<file path="config.mk">
export PLATFORM = sky130hd
export DESIGN_NAME = length_prefixed_frame_checker_core
export DESIGN_NICKNAME = d
export VERILOG_FILES = /design/src/hw/rtl/lpfc_pkg.sv /design/src/hw/rtl/lpfc_frame.sv /design/src/hw/rtl/length_prefixed_frame_checker_core.sv
export SDC_FILE = /design/constraint.sdc
export NUM_CORES = 1
export LEC_CHECK = 0
export ABC_CLOCK_PERIOD_IN_PS = 5300
export BUFFER_PORTS_ARGS = -buffer_cell sky130_fd_sc_hd__buf_2
export CAP_MARGIN = 20
export CORE_ASPECT_RATIO = 1.1
export CORE_MARGIN = 4
export CORE_UTILIZATION = 55
export CTS_CLUSTER_SIZE = 24
export DETAILED_ROUTE_END_ITERATION = 16
export PLACE_DENSITY = 0.84
export SLEW_MARGIN = 10
export SYNTH_ARGS = -nofsm -noshare
export SYNTH_HDL_FRONTEND = slang
export SYNTH_SLANG_ARGS = --single-unit
</file>
<file path="constraint.sdc">
create_clock -name clock -period 5.3 [get_ports clock]
set_input_delay 0.53 -clock clock [delete_from_list [all_inputs] [get_ports clock]]
set_output_delay 0.53 -clock clock [all_outputs]
set_load 0.01 [all_outputs]
</file>
<file path="src/hw/rtl/lpfc_pkg.sv">
// ============================================================================
// Length-prefixed frame checker package
// Shared constants, status codes and the frame verdict type.
// ============================================================================
package lpfc_pkg;

   localparam int BYTE_WIDTH      = 8;
   localparam int POS_WIDTH       = 9;
   localparam int SUM_WIDTH       = 16;
   localparam int CH_LIMIT_WIDTH  = 9;
   localparam int GATEWAY_WIDTH   = 9;
   localparam int CSR_INDEX_WIDTH = 2;
   localparam int CSR_DATA_WIDTH  = 9;

   localparam logic [POS_WIDTH-1:0]      POS_SAT        = 9'd257;
   localparam logic [POS_WIDTH-1:0]      HEADER_BYTES   = 9'd2;
   localparam logic [GATEWAY_WIDTH-1:0]  GATEWAY_OFFSET = 9'd100;
   localparam logic [GATEWAY_WIDTH-1:0]  GATEWAY_RESET  = 9'd1;
   localparam logic [CH_LIMIT_WIDTH-1:0] CH_LIMIT_RESET = 9'd8;
   localparam logic [BYTE_WIDTH-1:0]     PL_LIMIT_RESET = 8'd64;

   localparam logic [CSR_INDEX_WIDTH-1:0] CSR_CHANNEL_LIMIT = 2'd0;
   localparam logic [CSR_INDEX_WIDTH-1:0] CSR_PAYLOAD_LIMIT = 2'd1;

   typedef enum logic [1:0] {
      STATUS_OK          = 2'd0,
      STATUS_BAD_CHANNEL = 2'd1,
      STATUS_BAD_LENGTH  = 2'd2
   } status_type;

   typedef struct packed {
      status_type            status;
      logic [BYTE_WIDTH-1:0] channel;
      logic [BYTE_WIDTH-1:0] length;
      logic [SUM_WIDTH-1:0]  sum;
   } verdict_type;

   typedef struct packed {
      verdict_type              verdict;
      logic [GATEWAY_WIDTH-1:0] gateway;
   } result_type;

endpackage

</file>
<file path="src/hw/rtl/lpfc_frame.sv">
// ============================================================================
// Frame tracker
// Holds header bytes, byte position and running sum of the current frame and
// forms the verdict for a request that closes the frame.
// ============================================================================
module lpfc_frame (
   input  logic                                  clock,
   input  logic                                  reset,
   input  logic                                  take,
   input  logic [lpfc_pkg::BYTE_WIDTH-1:0]       data_byte,
   input  logic                                  frame_end,
   input  logic [lpfc_pkg::CH_LIMIT_WIDTH-1:0]   channel_limit,
   input  logic [lpfc_pkg::BYTE_WIDTH-1:0]       payload_limit,
   output lpfc_pkg::verdict_type                 verdict
);
   import lpfc_pkg::*;

   logic [POS_WIDTH-1:0]  pos_ff, pos_in;
   logic [BYTE_WIDTH-1:0] channel_ff, channel_in;
   logic [BYTE_WIDTH-1:0] length_ff, length_in;
   logic [SUM_WIDTH-1:0]  sum_ff, sum_in;
   logic                  in_payload;
   logic [POS_WIDTH:0]    needed;

   always_comb begin
      channel_in = (pos_ff == '0) ? data_byte : channel_ff;
      length_in  = (pos_ff == POS_WIDTH'(1)) ? data_byte : length_ff;
      in_payload = (pos_ff >= HEADER_BYTES)
                   && ((pos_ff - HEADER_BYTES) < {1'b0, length_ff});
      sum_in     = in_payload ? sum_ff + SUM_WIDTH'(data_byte) : sum_ff;
      pos_in     = (pos_ff < POS_SAT) ? pos_ff + POS_WIDTH'(1) : POS_SAT;
      needed     = {1'b0, HEADER_BYTES} + {2'b00, length_in};

      verdict.channel = channel_in;
      verdict.length  = length_in;
      verdict.sum     = '0;
      priority if (pos_in < HEADER_BYTES) begin
         verdict.status  = STATUS_BAD_LENGTH;
         verdict.channel = '0;
         verdict.length  = '0;
      end else if ({1'b0, channel_in} >= channel_limit) begin
         verdict.status = STATUS_BAD_CHANNEL;
      end else if (length_in > payload_limit) begin
         verdict.status = STATUS_BAD_LENGTH;
      end else if ({1'b0, pos_in} < needed) begin
         verdict.status = STATUS_BAD_LENGTH;
      end else begin
         verdict.status = STATUS_OK;
         verdict.sum    = sum_in;
      end
   end

   always_ff @(posedge clock) begin
      if (reset) begin
         pos_ff     <= '0;
         channel_ff <= '0;
         length_ff  <= '0;
         sum_ff     <= '0;
      end else if (take) begin
         if (frame_end) begin
            pos_ff     <= '0;
            channel_ff <= '0;
            length_ff  <= '0;
            sum_ff     <= '0;
         end else begin
            pos_ff     <= pos_in;
            channel_ff <= channel_in;
            length_ff  <= length_in;
            sum_ff     <= sum_in;
         end
      end
   end

endmodule

</file>
<file path="src/hw/rtl/length_prefixed_frame_checker_core.sv">
// ============================================================================
// Length-prefixed frame checker core
// Checks channel and length header of byte-serial frames, sums the payload
// and reports one result per frame.
// ============================================================================
// One request byte is taken every clock cycle while req_stall is low; the result of a frame is
// registered in the cycle after the request that carries frame_end and shows on
// the response port at once when the output register is free, else behind
// the result that waits there.
// Header capture, the payload add and all status compares sit in one
// combinational step between the frame state registers and the output
// register. A two-entry output (register plus skid) lets requests keep
// flowing while a result waits; req_stall rises only once both entries hold
// results that the consumer has not taken.
module length_prefixed_frame_checker_core (
   input  logic                                   clock,
   input  logic                                   reset,
   input  logic                                   req_valid,
   output logic                                   req_stall,
   input  logic [lpfc_pkg::BYTE_WIDTH-1:0]        req_data_byte,
   input  logic                                   req_frame_end,
   output logic                                   rsp_valid,
   input  logic                                   rsp_stall,
   output logic [1:0]                             rsp_status,
   output logic [lpfc_pkg::BYTE_WIDTH-1:0]        rsp_channel,
   output logic [lpfc_pkg::BYTE_WIDTH-1:0]        rsp_payload_length,
   output logic [lpfc_pkg::SUM_WIDTH-1:0]         rsp_payload_sum,
   output logic [lpfc_pkg::GATEWAY_WIDTH-1:0]     rsp_gateway_value,
   input  logic                                   csr_write,
   input  logic [lpfc_pkg::CSR_INDEX_WIDTH-1:0]   csr_index,
   input  logic [lpfc_pkg::CSR_DATA_WIDTH-1:0]    csr_data
);
   import lpfc_pkg::*;

   logic [CH_LIMIT_WIDTH-1:0] ch_limit_ff;
   logic [BYTE_WIDTH-1:0]     pl_limit_ff;
   logic [GATEWAY_WIDTH-1:0]  gateway_ff, gateway_in;
   result_type                rsp_ff, skid_ff, result;
   logic                      rsp_valid_ff, skid_valid_ff;
   logic                      req_take, res_push, rsp_pop;
   verdict_type               verdict;

   assign req_stall = skid_valid_ff;
   assign req_take  = req_valid && !req_stall;
   assign res_push  = req_take && req_frame_end;
   assign rsp_pop   = rsp_valid_ff && !rsp_stall;

   lpfc_frame u_frame (
      .clock         (clock),
      .reset         (reset),
      .take          (req_take),
      .data_byte     (req_data_byte),
      .frame_end     (req_frame_end),
      .channel_limit (ch_limit_ff),
      .payload_limit (pl_limit_ff),
      .verdict       (verdict)
   );

   always_comb begin
      gateway_in = gateway_ff;
      if (verdict.status == STATUS_OK) begin
         gateway_in = {1'b0, verdict.channel} + GATEWAY_OFFSET;
      end
      result.verdict = verdict;
      result.gateway = gateway_in;
   end

   // hold limits; drop writes beyond the register list
   always_ff @(posedge clock) begin
      if (reset) begin
         ch_limit_ff <= CH_LIMIT_RESET;
         pl_limit_ff <= PL_LIMIT_RESET;
      end else if (csr_write) begin
         unique case (csr_index)
            CSR_CHANNEL_LIMIT: ch_limit_ff <= csr_data;
            CSR_PAYLOAD_LIMIT: pl_limit_ff <= csr_data[BYTE_WIDTH-1:0];
            default: ;
         endcase
      end
   end

   always_ff @(posedge clock) begin
      if (reset) begin
         gateway_ff <= GATEWAY_RESET;
      end else if (res_push) begin
         gateway_ff <= gateway_in;
      end
   end

   // advance output register from skid first, else from a new result
   always_ff @(posedge clock) begin
      if (reset) begin
         rsp_valid_ff  <= 1'b0;
         skid_valid_ff <= 1'b0;
      end else if (!rsp_valid_ff || rsp_pop) begin
         if (skid_valid_ff) begin
            rsp_valid_ff  <= 1'b1;
            skid_valid_ff <= 1'b0;
         end else begin
            rsp_valid_ff <= res_push;
         end
      end else if (res_push) begin
         skid_valid_ff <= 1'b1;
      end
   end

   always_ff @(posedge clock) begin
      if (!rsp_valid_ff || rsp_pop) begin
         if (skid_valid_ff) begin
            rsp_ff <= skid_ff;
         end else if (res_push) begin
            rsp_ff <= result;
         end
      end else if (res_push) begin
         skid_ff <= result;
      end
   end

   assign rsp_valid          = rsp_valid_ff;
   assign rsp_status         = rsp_ff.verdict.status;
   assign rsp_channel        = rsp_ff.verdict.channel;
   assign rsp_payload_length = rsp_ff.verdict.length;
   assign rsp_payload_sum    = rsp_ff.verdict.sum;
   assign rsp_gateway_value  = rsp_ff.gateway;

   a_skid_behind_rsp: assert property (@(posedge clock) disable iff (reset)
      skid_valid_ff |-> rsp_valid_ff)
      else $error("skid holds a result while output register is empty");

   a_skid_fill: assert property (@(posedge clock) disable iff (reset)
      (res_push && rsp_valid_ff && rsp_stall) |=> skid_valid_ff)
      else $error("result lost while output register was stalled");

   a_gateway_change: assert property (@(posedge clock) disable iff (reset)
      !$stable(gateway_ff) |-> $past(res_push && (verdict.status == STATUS_OK)))
      else $error("gateway changed without an ok frame");

endmodule
</file>
# Word-level counts from Yosys, hierarchy flattened

Cells that the tools add are included.

Register bits after elaboration: 155
Bits in latches: 0
RAM bits: 0
ROM bits: 0
Input port bits: 25
Output and inout bits: 45
Logic and storage cells: 72
Memories: 0

$add $sub $neg: 5
Multiply operators: 0
Divide/modulo/power cells: 0
Magnitude comparators: 7
Eq/ne operators: 2
Shifts and indexed selects: 0
Muxes and demuxes: 21
Bitwise operators: 1
Reduce and logical (&&, ||, !) cells: 17

Operators with widths:

| kind                                                 | number |
|---|---|
| two-way mux 16 bit                                   | 7 |
| two-way mux 43 bit                                   | 2 |
| two-way mux 8 bit                                    | 4 |
| two-way mux 9 bit                                    | 3 |
| adder 16 x 8 -> 16 bit                               | 1 |
| < comparator 9 x 10 -> 1 bit                         | 1 |
| adder 2 x 8 -> 9 bit (first input constant)          | 1 |
| adder 8 x 7 -> 9 bit (second input constant)         | 1 |
| adder 9 x 1 -> 9 bit (second input constant)         | 1 |
| equality test 9 x 1 -> 1 bit (second input constant) | 1 |
| >= comparator 8 x 9 -> 1 bit                         | 1 |
| >= comparator 9 x 2 -> 1 bit (second input constant) | 1 |
| logical NOT 9 bit                                    | 1 |
| < comparator 9 x 2 -> 1 bit (second input constant)  | 1 |
| < comparator 9 x 8 -> 1 bit                          | 1 |
| < comparator 9 bit (second input constant)           | 1 |
| subtractor 9 x 2 -> 9 bit (second input constant)    | 1 |
| greater-than comparator 8 bit                        | 1 |
| two-way mux 2 bit                                    | 4 |
| AND reduction 2 bit                                  | 4 |
| logical AND 1 bit                                    | 4 |
| logical NOT 2 bit                                    | 2 |
| logical NOT 1 bit                                    | 3 |
| equality test 2 x 1 -> 1 bit (second input constant) | 1 |
| 5 further kinds                                      | 5 |

# Depth between registers and ports, before layout

Depth after elaboration: 12
Gate-level depth with buffers: 19
Gate-level depth less buffers: 17

# Modules after synthesis

Synthesis repeated with hierarchy kept, for this count alone.

Cells, all modules: 794
Area total of the unflattened synthesis: 8305.5 um^2

Modules (own cells, without submodules):

| module                             | instances | cells each | area each (um^2) | seq. area each (um^2) |
|---|---|---|---|---|
| length_prefixed_frame_checker_core | 1         | 276        | 4350.4           | 3143.0 |
| lpfc_frame                         | 1         | 518        | 3955.0           | 820.8 |

# Worst setup path after synthesis

Ideal clock, no wire load.

Kind: register to register
Start point: reg u_frame.pos_ff[5]
End point: reg rsp_ff, in the netlist rsp_gateway_value[7] (data pin)
Setup time: 260 ps
Data arrival time: 4292 ps
Required time: 5040 ps
Path slack: 748 ps
Cell stages (with the launch flop): 15
Path buffers: 4
Period minus slack after synthesis: 4552 ps
Path through: dfxtp_1 clkbuf_1 nor4_1 and4b_1 clkbuf_1 clkbuf_1 mux2_2 ha_1 nand4_1 or3_1 a311oi_1 nor3_2 buf_6 mux2_4 mux2_2

Word-level cells in the longest chain between the ends: 12
Elaborated cells between the ends (all ways): 22
Those cells by class: add/sub (3); order compare (5); eq/ne (1); mux (11); reduce/logical (2)

RTL lines:

| item                         | RTL line                                  | source |
|---|---|---|
| start, declared              | lpfc_frame.sv:18                          | `logic [POS_WIDTH-1:0] pos_ff, pos_in;` |
| start signal, assigned       | lpfc_frame.sv:66                          | `pos_ff <= pos_in;` |
| equality test 9 x 1 -> 1 bit | lpfc_frame.sv:27                          | `length_in = (pos_ff == POS_WIDTH'(1)) ? data_byte : length_ff;` |
| two-way mux 8 bit            | lpfc_frame.sv:27                          |  |
| adder 2 x 8 -> 9 bit         | lpfc_frame.sv:32                          | `needed = {1'b0, HEADER_BYTES} + {2'b00, length_in};` |
| < comparator 9 x 10 -> 1 bit | lpfc_frame.sv:45                          | `end else if ({1'b0, pos_in} < needed) begin` |
| two-way mux 2 bit            | lpfc_frame.sv:45                          |  |
| two-way mux 2 bit            | lpfc_frame.sv:43                          | `end else if (length_in > payload_limit) begin` |
| two-way mux 2 bit            | lpfc_frame.sv:41                          | `end else if ({1'b0, channel_in} >= channel_limit) begin` |
| two-way mux 2 bit            | lpfc_frame.sv:37                          | `priority if (pos_in < HEADER_BYTES) begin` |
| logical NOT 2 bit            | length_prefixed_frame_checker_core.sv:61  | `if (verdict.status == STATUS_OK) begin` |
| two-way mux 9 bit (*)        | length_prefixed_frame_checker_core.sv:61  |  |
| net gateway_in[7]            | length_prefixed_frame_checker_core.sv:37  | `logic [GATEWAY_WIDTH-1:0] gateway_ff, gateway_in;` |
| two-way mux 43 bit (*)       | length_prefixed_frame_checker_core.sv:111 | `end else if (res_push) begin` |
| two-way mux 43 bit (*)       | length_prefixed_frame_checker_core.sv:109 | `if (skid_valid_ff) begin` |
| end signal, assigned         | length_prefixed_frame_checker_core.sv:110 | `rsp_ff <= skid_ff;` |
| end signal, assigned         | length_prefixed_frame_checker_core.sv:112 | `rsp_ff <= result;` |
| end, declared                | length_prefixed_frame_checker_core.sv:38  | `result_type rsp_ff, skid_ff, result;` |

Mark *: on every way through the listed nets, which the timed path passes. The rest lies on a longest branch. The select of a mux whose other input is x is not followed.
A chain may end at the register's enable or synchronous reset.

==> parameters.txt <==
Parameter                              Value

Yosys
  Synth top area share    31.52%
  Most used flip-flop cell after synthesis    edfxtp_1
  Number of enable flip-flop cells after synthesis    86
  Dominant cell type by area after synthesis    edfxtp_1
  Yosys warning total    0
  Number of nets in the synthesized netlist    889
  Average instance area after synthesis    around 10 um2
  Number of distinct library cell variants in the gate-level netlist after synthesis    61
  Synthesized area    approximately 8200 um2
  #FFs+latches synth    155
  Largest cells by area after synthesis    edfxtp_1, dfxtp_1, ha_1
  Share of synthesized area occupied by flip-flops and latches    48.38%
  Fraction of synthesis flops using an asynchronous set or reset pin    0%
  Mapped Cells    815

Global route
  Wire length of the first global-routing pass    31980 um
  Largest net degree at the start of global routing    72
  GRT Overall Usage    23.56%
  Vias in the first global route    6223
  Total global routing overflow    0
  Number of antenna violations at the first check in global routing    0

CTS
  Total clock sinks    155
  Number of CTS-inserted buffers    17
  Max Buffers Root-to-Sink    2
  CTS H-tree depth    4
  Root buffer selected by CTS    clkbuf_16
  Number of hold-repair buffers added at the cts stage    0
  Worst skew pair latency    0.42 ns
  Post-CTS sizing    0
  Setup repair bufs after CTS    0
  Clock tree from TritonCTS    yes
  Clock slew at reported path FFs    0.06 ns

Power
  Sequential Power Share    45.7%
  Internal    2178 uW
  Leak pwr    approximately 0.0037 uW
  Switching power of the nets    approximately 670 uW
  Clock network fraction of total power    45.7%
  Peak supply drop    0.0002439 V
  Logic pwr share    8.5%
  Switch share    between 20% and 30%
  Pwr dens    301.6 nW/um2

Setup path
  Worst reg2reg path depth    12
  Category of the worst setup path capture point    register
  Startpoint of the most critical setup path    u_frame.pos_ff[4]$_SDFFE_PP0P_
  Launching point of the worst reg2reg path    u_frame.pos_ff[4]$_SDFFE_PP0P_
  CP Data Required Time    5.47 ns
  Setup slack, reg-to-reg    roughly 0.29 ns
  Critical register-to-register path endpoint    rsp_status[1]$_DFFE_PP_
  Largest fanout on the critical path    13
  CP endpoint    rsp_status[1]$_DFFE_PP_
  Kind of launch point of the worst setup path    register
  Type of the worst setup path    register to register
  Data arrival time at the worst-slack endpoint    a little over 5 ns

Timing
  # setup viols final    0
  Tightest slew margin relative to the limit    30.93%
  Post-route clock skew    0.006722 ns
  RSZ-0062 raised after global routing    no
  Max frequency    199.7 MHz
  Fin. max-slew vios    0
  Final hold viol count    0
  Worst-Margin Slew    1.031 ns
  Shortest clock period the worst path allows after layout    between 5 and 6 ns
  Share of the cycle needed by the critical path after routing    94.49%
  Final setup TNS    0 ns

Die
  Area of the core    14500 um2
  Total Die Area    16910 um2
  Site Rows    46
  Starting utilization of the core area    56.49%
  Die Y-Extent    136.0 um
  Io pins    70
  Die Span X    about 120 um

Routing
  Iteration count of the initial detailed-routing pass    5
  Initial DRC count    roughly 540
  Routed Wire Length    19860 um
  Per-cell via count in the routed design    5.967
  DRT antenna net count    0
  Count of unresolved DRC violations after routing    0
  Via count    6480
  WL/cell    18.29 um

Finish
  Share of the core filled with cells    roughly two thirds
  Diode insertion count for antenna repair    0
  Share of cells above drive strength 1    19.13%
  Layout overhead on the synthesized area    15.23%
  Net count of the finished layout    955
  Filler Cells Inserted    1076

Job
  Number of max-cap violations    0

Placed design
  Hpwl dp    about 14000 um
  IO Port Bufs    69
  Final estimated routing congestion in global placement    between 0.8 and 0.9

Run status
  Status    finished clean

Min path
  Worst Hold Class    primary input to register
-- state kept, by name (all words and copies together), names as in the netlist --
name / flops
rsp_status: 2
rsp_payload_sum: 16
rsp_channel: 8
ch_limit_ff: 9
rsp_payload_length: 8
rsp_valid: 1
gateway_ff: 9
req_stall: 1
u_frame.length_ff: 8
u_frame.pos_ff: 9
u_frame.channel_ff: 8
pl_limit_ff: 8
skid_ff: 43
u_frame.sum_ff: 16
rsp_gateway_value: 9
-- synthesized netlist by cell type (2+ instances only) --
library cell and count:
nor2_1 103, edfxtp_1 86, dfxtp_1 69, nand2_1 54
a21oi_1 51, ha_1 48, inv_1 43, o21ai_0 36
clkbuf_1 35, mux2_2 35, nand3_1 22, mux2i_1 21
xor2_1 20, a22oi_1 17, o31ai_1 14, nor2b_1 13
nor3_1 12, xnor2_1 12, nand4_1 11, nand2b_1 10
or3_1 10, a21o_1 8, and3_1 7, a211oi_1 5
a2bb2oi_1 5, a32oi_1 4, buf_2 4, nand3b_1 4
o211ai_1 4, o21a_1 4, a31oi_1 3, a41oi_1 3
buf_1 3, nor3b_1 3, nor4_1 3, o2111ai_1 3
a211o_1 2, a31o_2 2, and2_1 2, nor4b_1 2
or2_2 2
-- per-layer routing --
layer  part of all wire [%]  vias up  GRT usage [%]
met3                    6.8       36          5.226
met4                    2.0        0          8.587
met2                     49      262          40.20
li1                       -     3083              -
met5                      0        -              0
met1                     42     3099          29.62
-- worst max-delay path, stage by stage (launching register included) --
cell      delay, ns
dfxtp_1        0.44
nor4_1         0.31
buf_4          0.19
and4b_1        0.45
buf_4          0.25
mux2_2         0.40
ha_1           0.31
nand4_1        0.10
or3_1          0.39
a311oi_1       0.86
o21ai_0        0.51
o21a_1         0.27
mux2_2         0.27
-- power groups by stage --
stage               sequential, uW  clock (uW)  combinational [uW]
floorplan                     1330           0                 145
global placement              1330           0                 229
detailed placement            1330           0                 235
CTS                           1300        1310                 238
global route                  1300        1360                 265
finish                        1300        1300                 243
-- per-stage QoR --
step	setup WS, ns	power, uW	instance area, um2	std cells	hold WS (ns)
6_report	0.2921	2847	9440	1086	0.3295
5_1_grt	0.01916	2931	9440	1086	0.3419
4_1_cts	0.2730	2846	9429	1086	0.3221
3_5_place_dp	0.3602	1563	8793	1054	0.4521
3_3_place_gp	0.2204	1556	8782	1053	0.4379
2_1_floorplan	0.7480	1479	8193	815	0.4312
-- logic make-up after synthesis --
kind of cell	after synthesis	share of synthesized area (%)
mux	57	7.560
xor+xnor	32	3.421
simple gates	264	15.27
buf+inv	86	4.093
compound gates	172	13.70
fa+ha+maj	49	7.575
flops	155	48.38
-- cell type report --
| cell class | instances | area [um2] | share of cell area [%] |
|---|---|---|---|
| Clock buffer | 21 | 480.5 | 5.089 |
| Clock inverter | 11 | 155.1 | 1.643 |
| Inverter | 43 | 161.4 | 1.710 |
| Multi-Input combinational cell | 574 | 3933 | 41.66 |
| Sequential cell | 155 | 3964 | 41.99 |
| Tap cell | 192 | 240.2 | 2.545 |
| Timing Repair Buffer | 90 | 506.7 | 5.368 |
-- how the worst min path moves through the flow --
stage	start	end	slack, ns	depth (start not counted)
2_1_floorplan	u_frame.channel_ff[7]$_SDFFE_PP0P_	u_frame.channel_ff[7]$_SDFFE_PP0P_	0.43	2
3_3_place_gp	u_frame.channel_ff[7]$_SDFFE_PP0P_	u_frame.channel_ff[7]$_SDFFE_PP0P_	0.44	2
3_5_place_dp	u_frame.channel_ff[7]$_SDFFE_PP0P_	u_frame.channel_ff[7]$_SDFFE_PP0P_	0.45	2
4_1_cts	csr_data[3]	ch_limit_ff[3]$_SDFFE_PP1P_	0.32	2
5_1_grt	csr_data[3]	ch_limit_ff[3]$_SDFFE_PP1P_	0.34	2
6_report	csr_data[3]	ch_limit_ff[3]$_SDFFE_PP1P_	0.33	2
-- placed cells by master, fill, tap and decap left out, types with 13 or more instances in the layout --
master	n
buf_4	20
a21oi_1	49
mux2_2	35
nand2_1	54
nand3_1	22
a22oi_1	17
edfxtp_1	86
buf_2	69
ha_1	48
xor2_1	20
o31ai_1	14
inv_1	43
mux2i_1	21
clkbuf_16	17
o21ai_0	36
nor2_1	102
nor2b_1	13
dfxtp_1	69
Note: power is estimated with default switching activity, not from simulation.
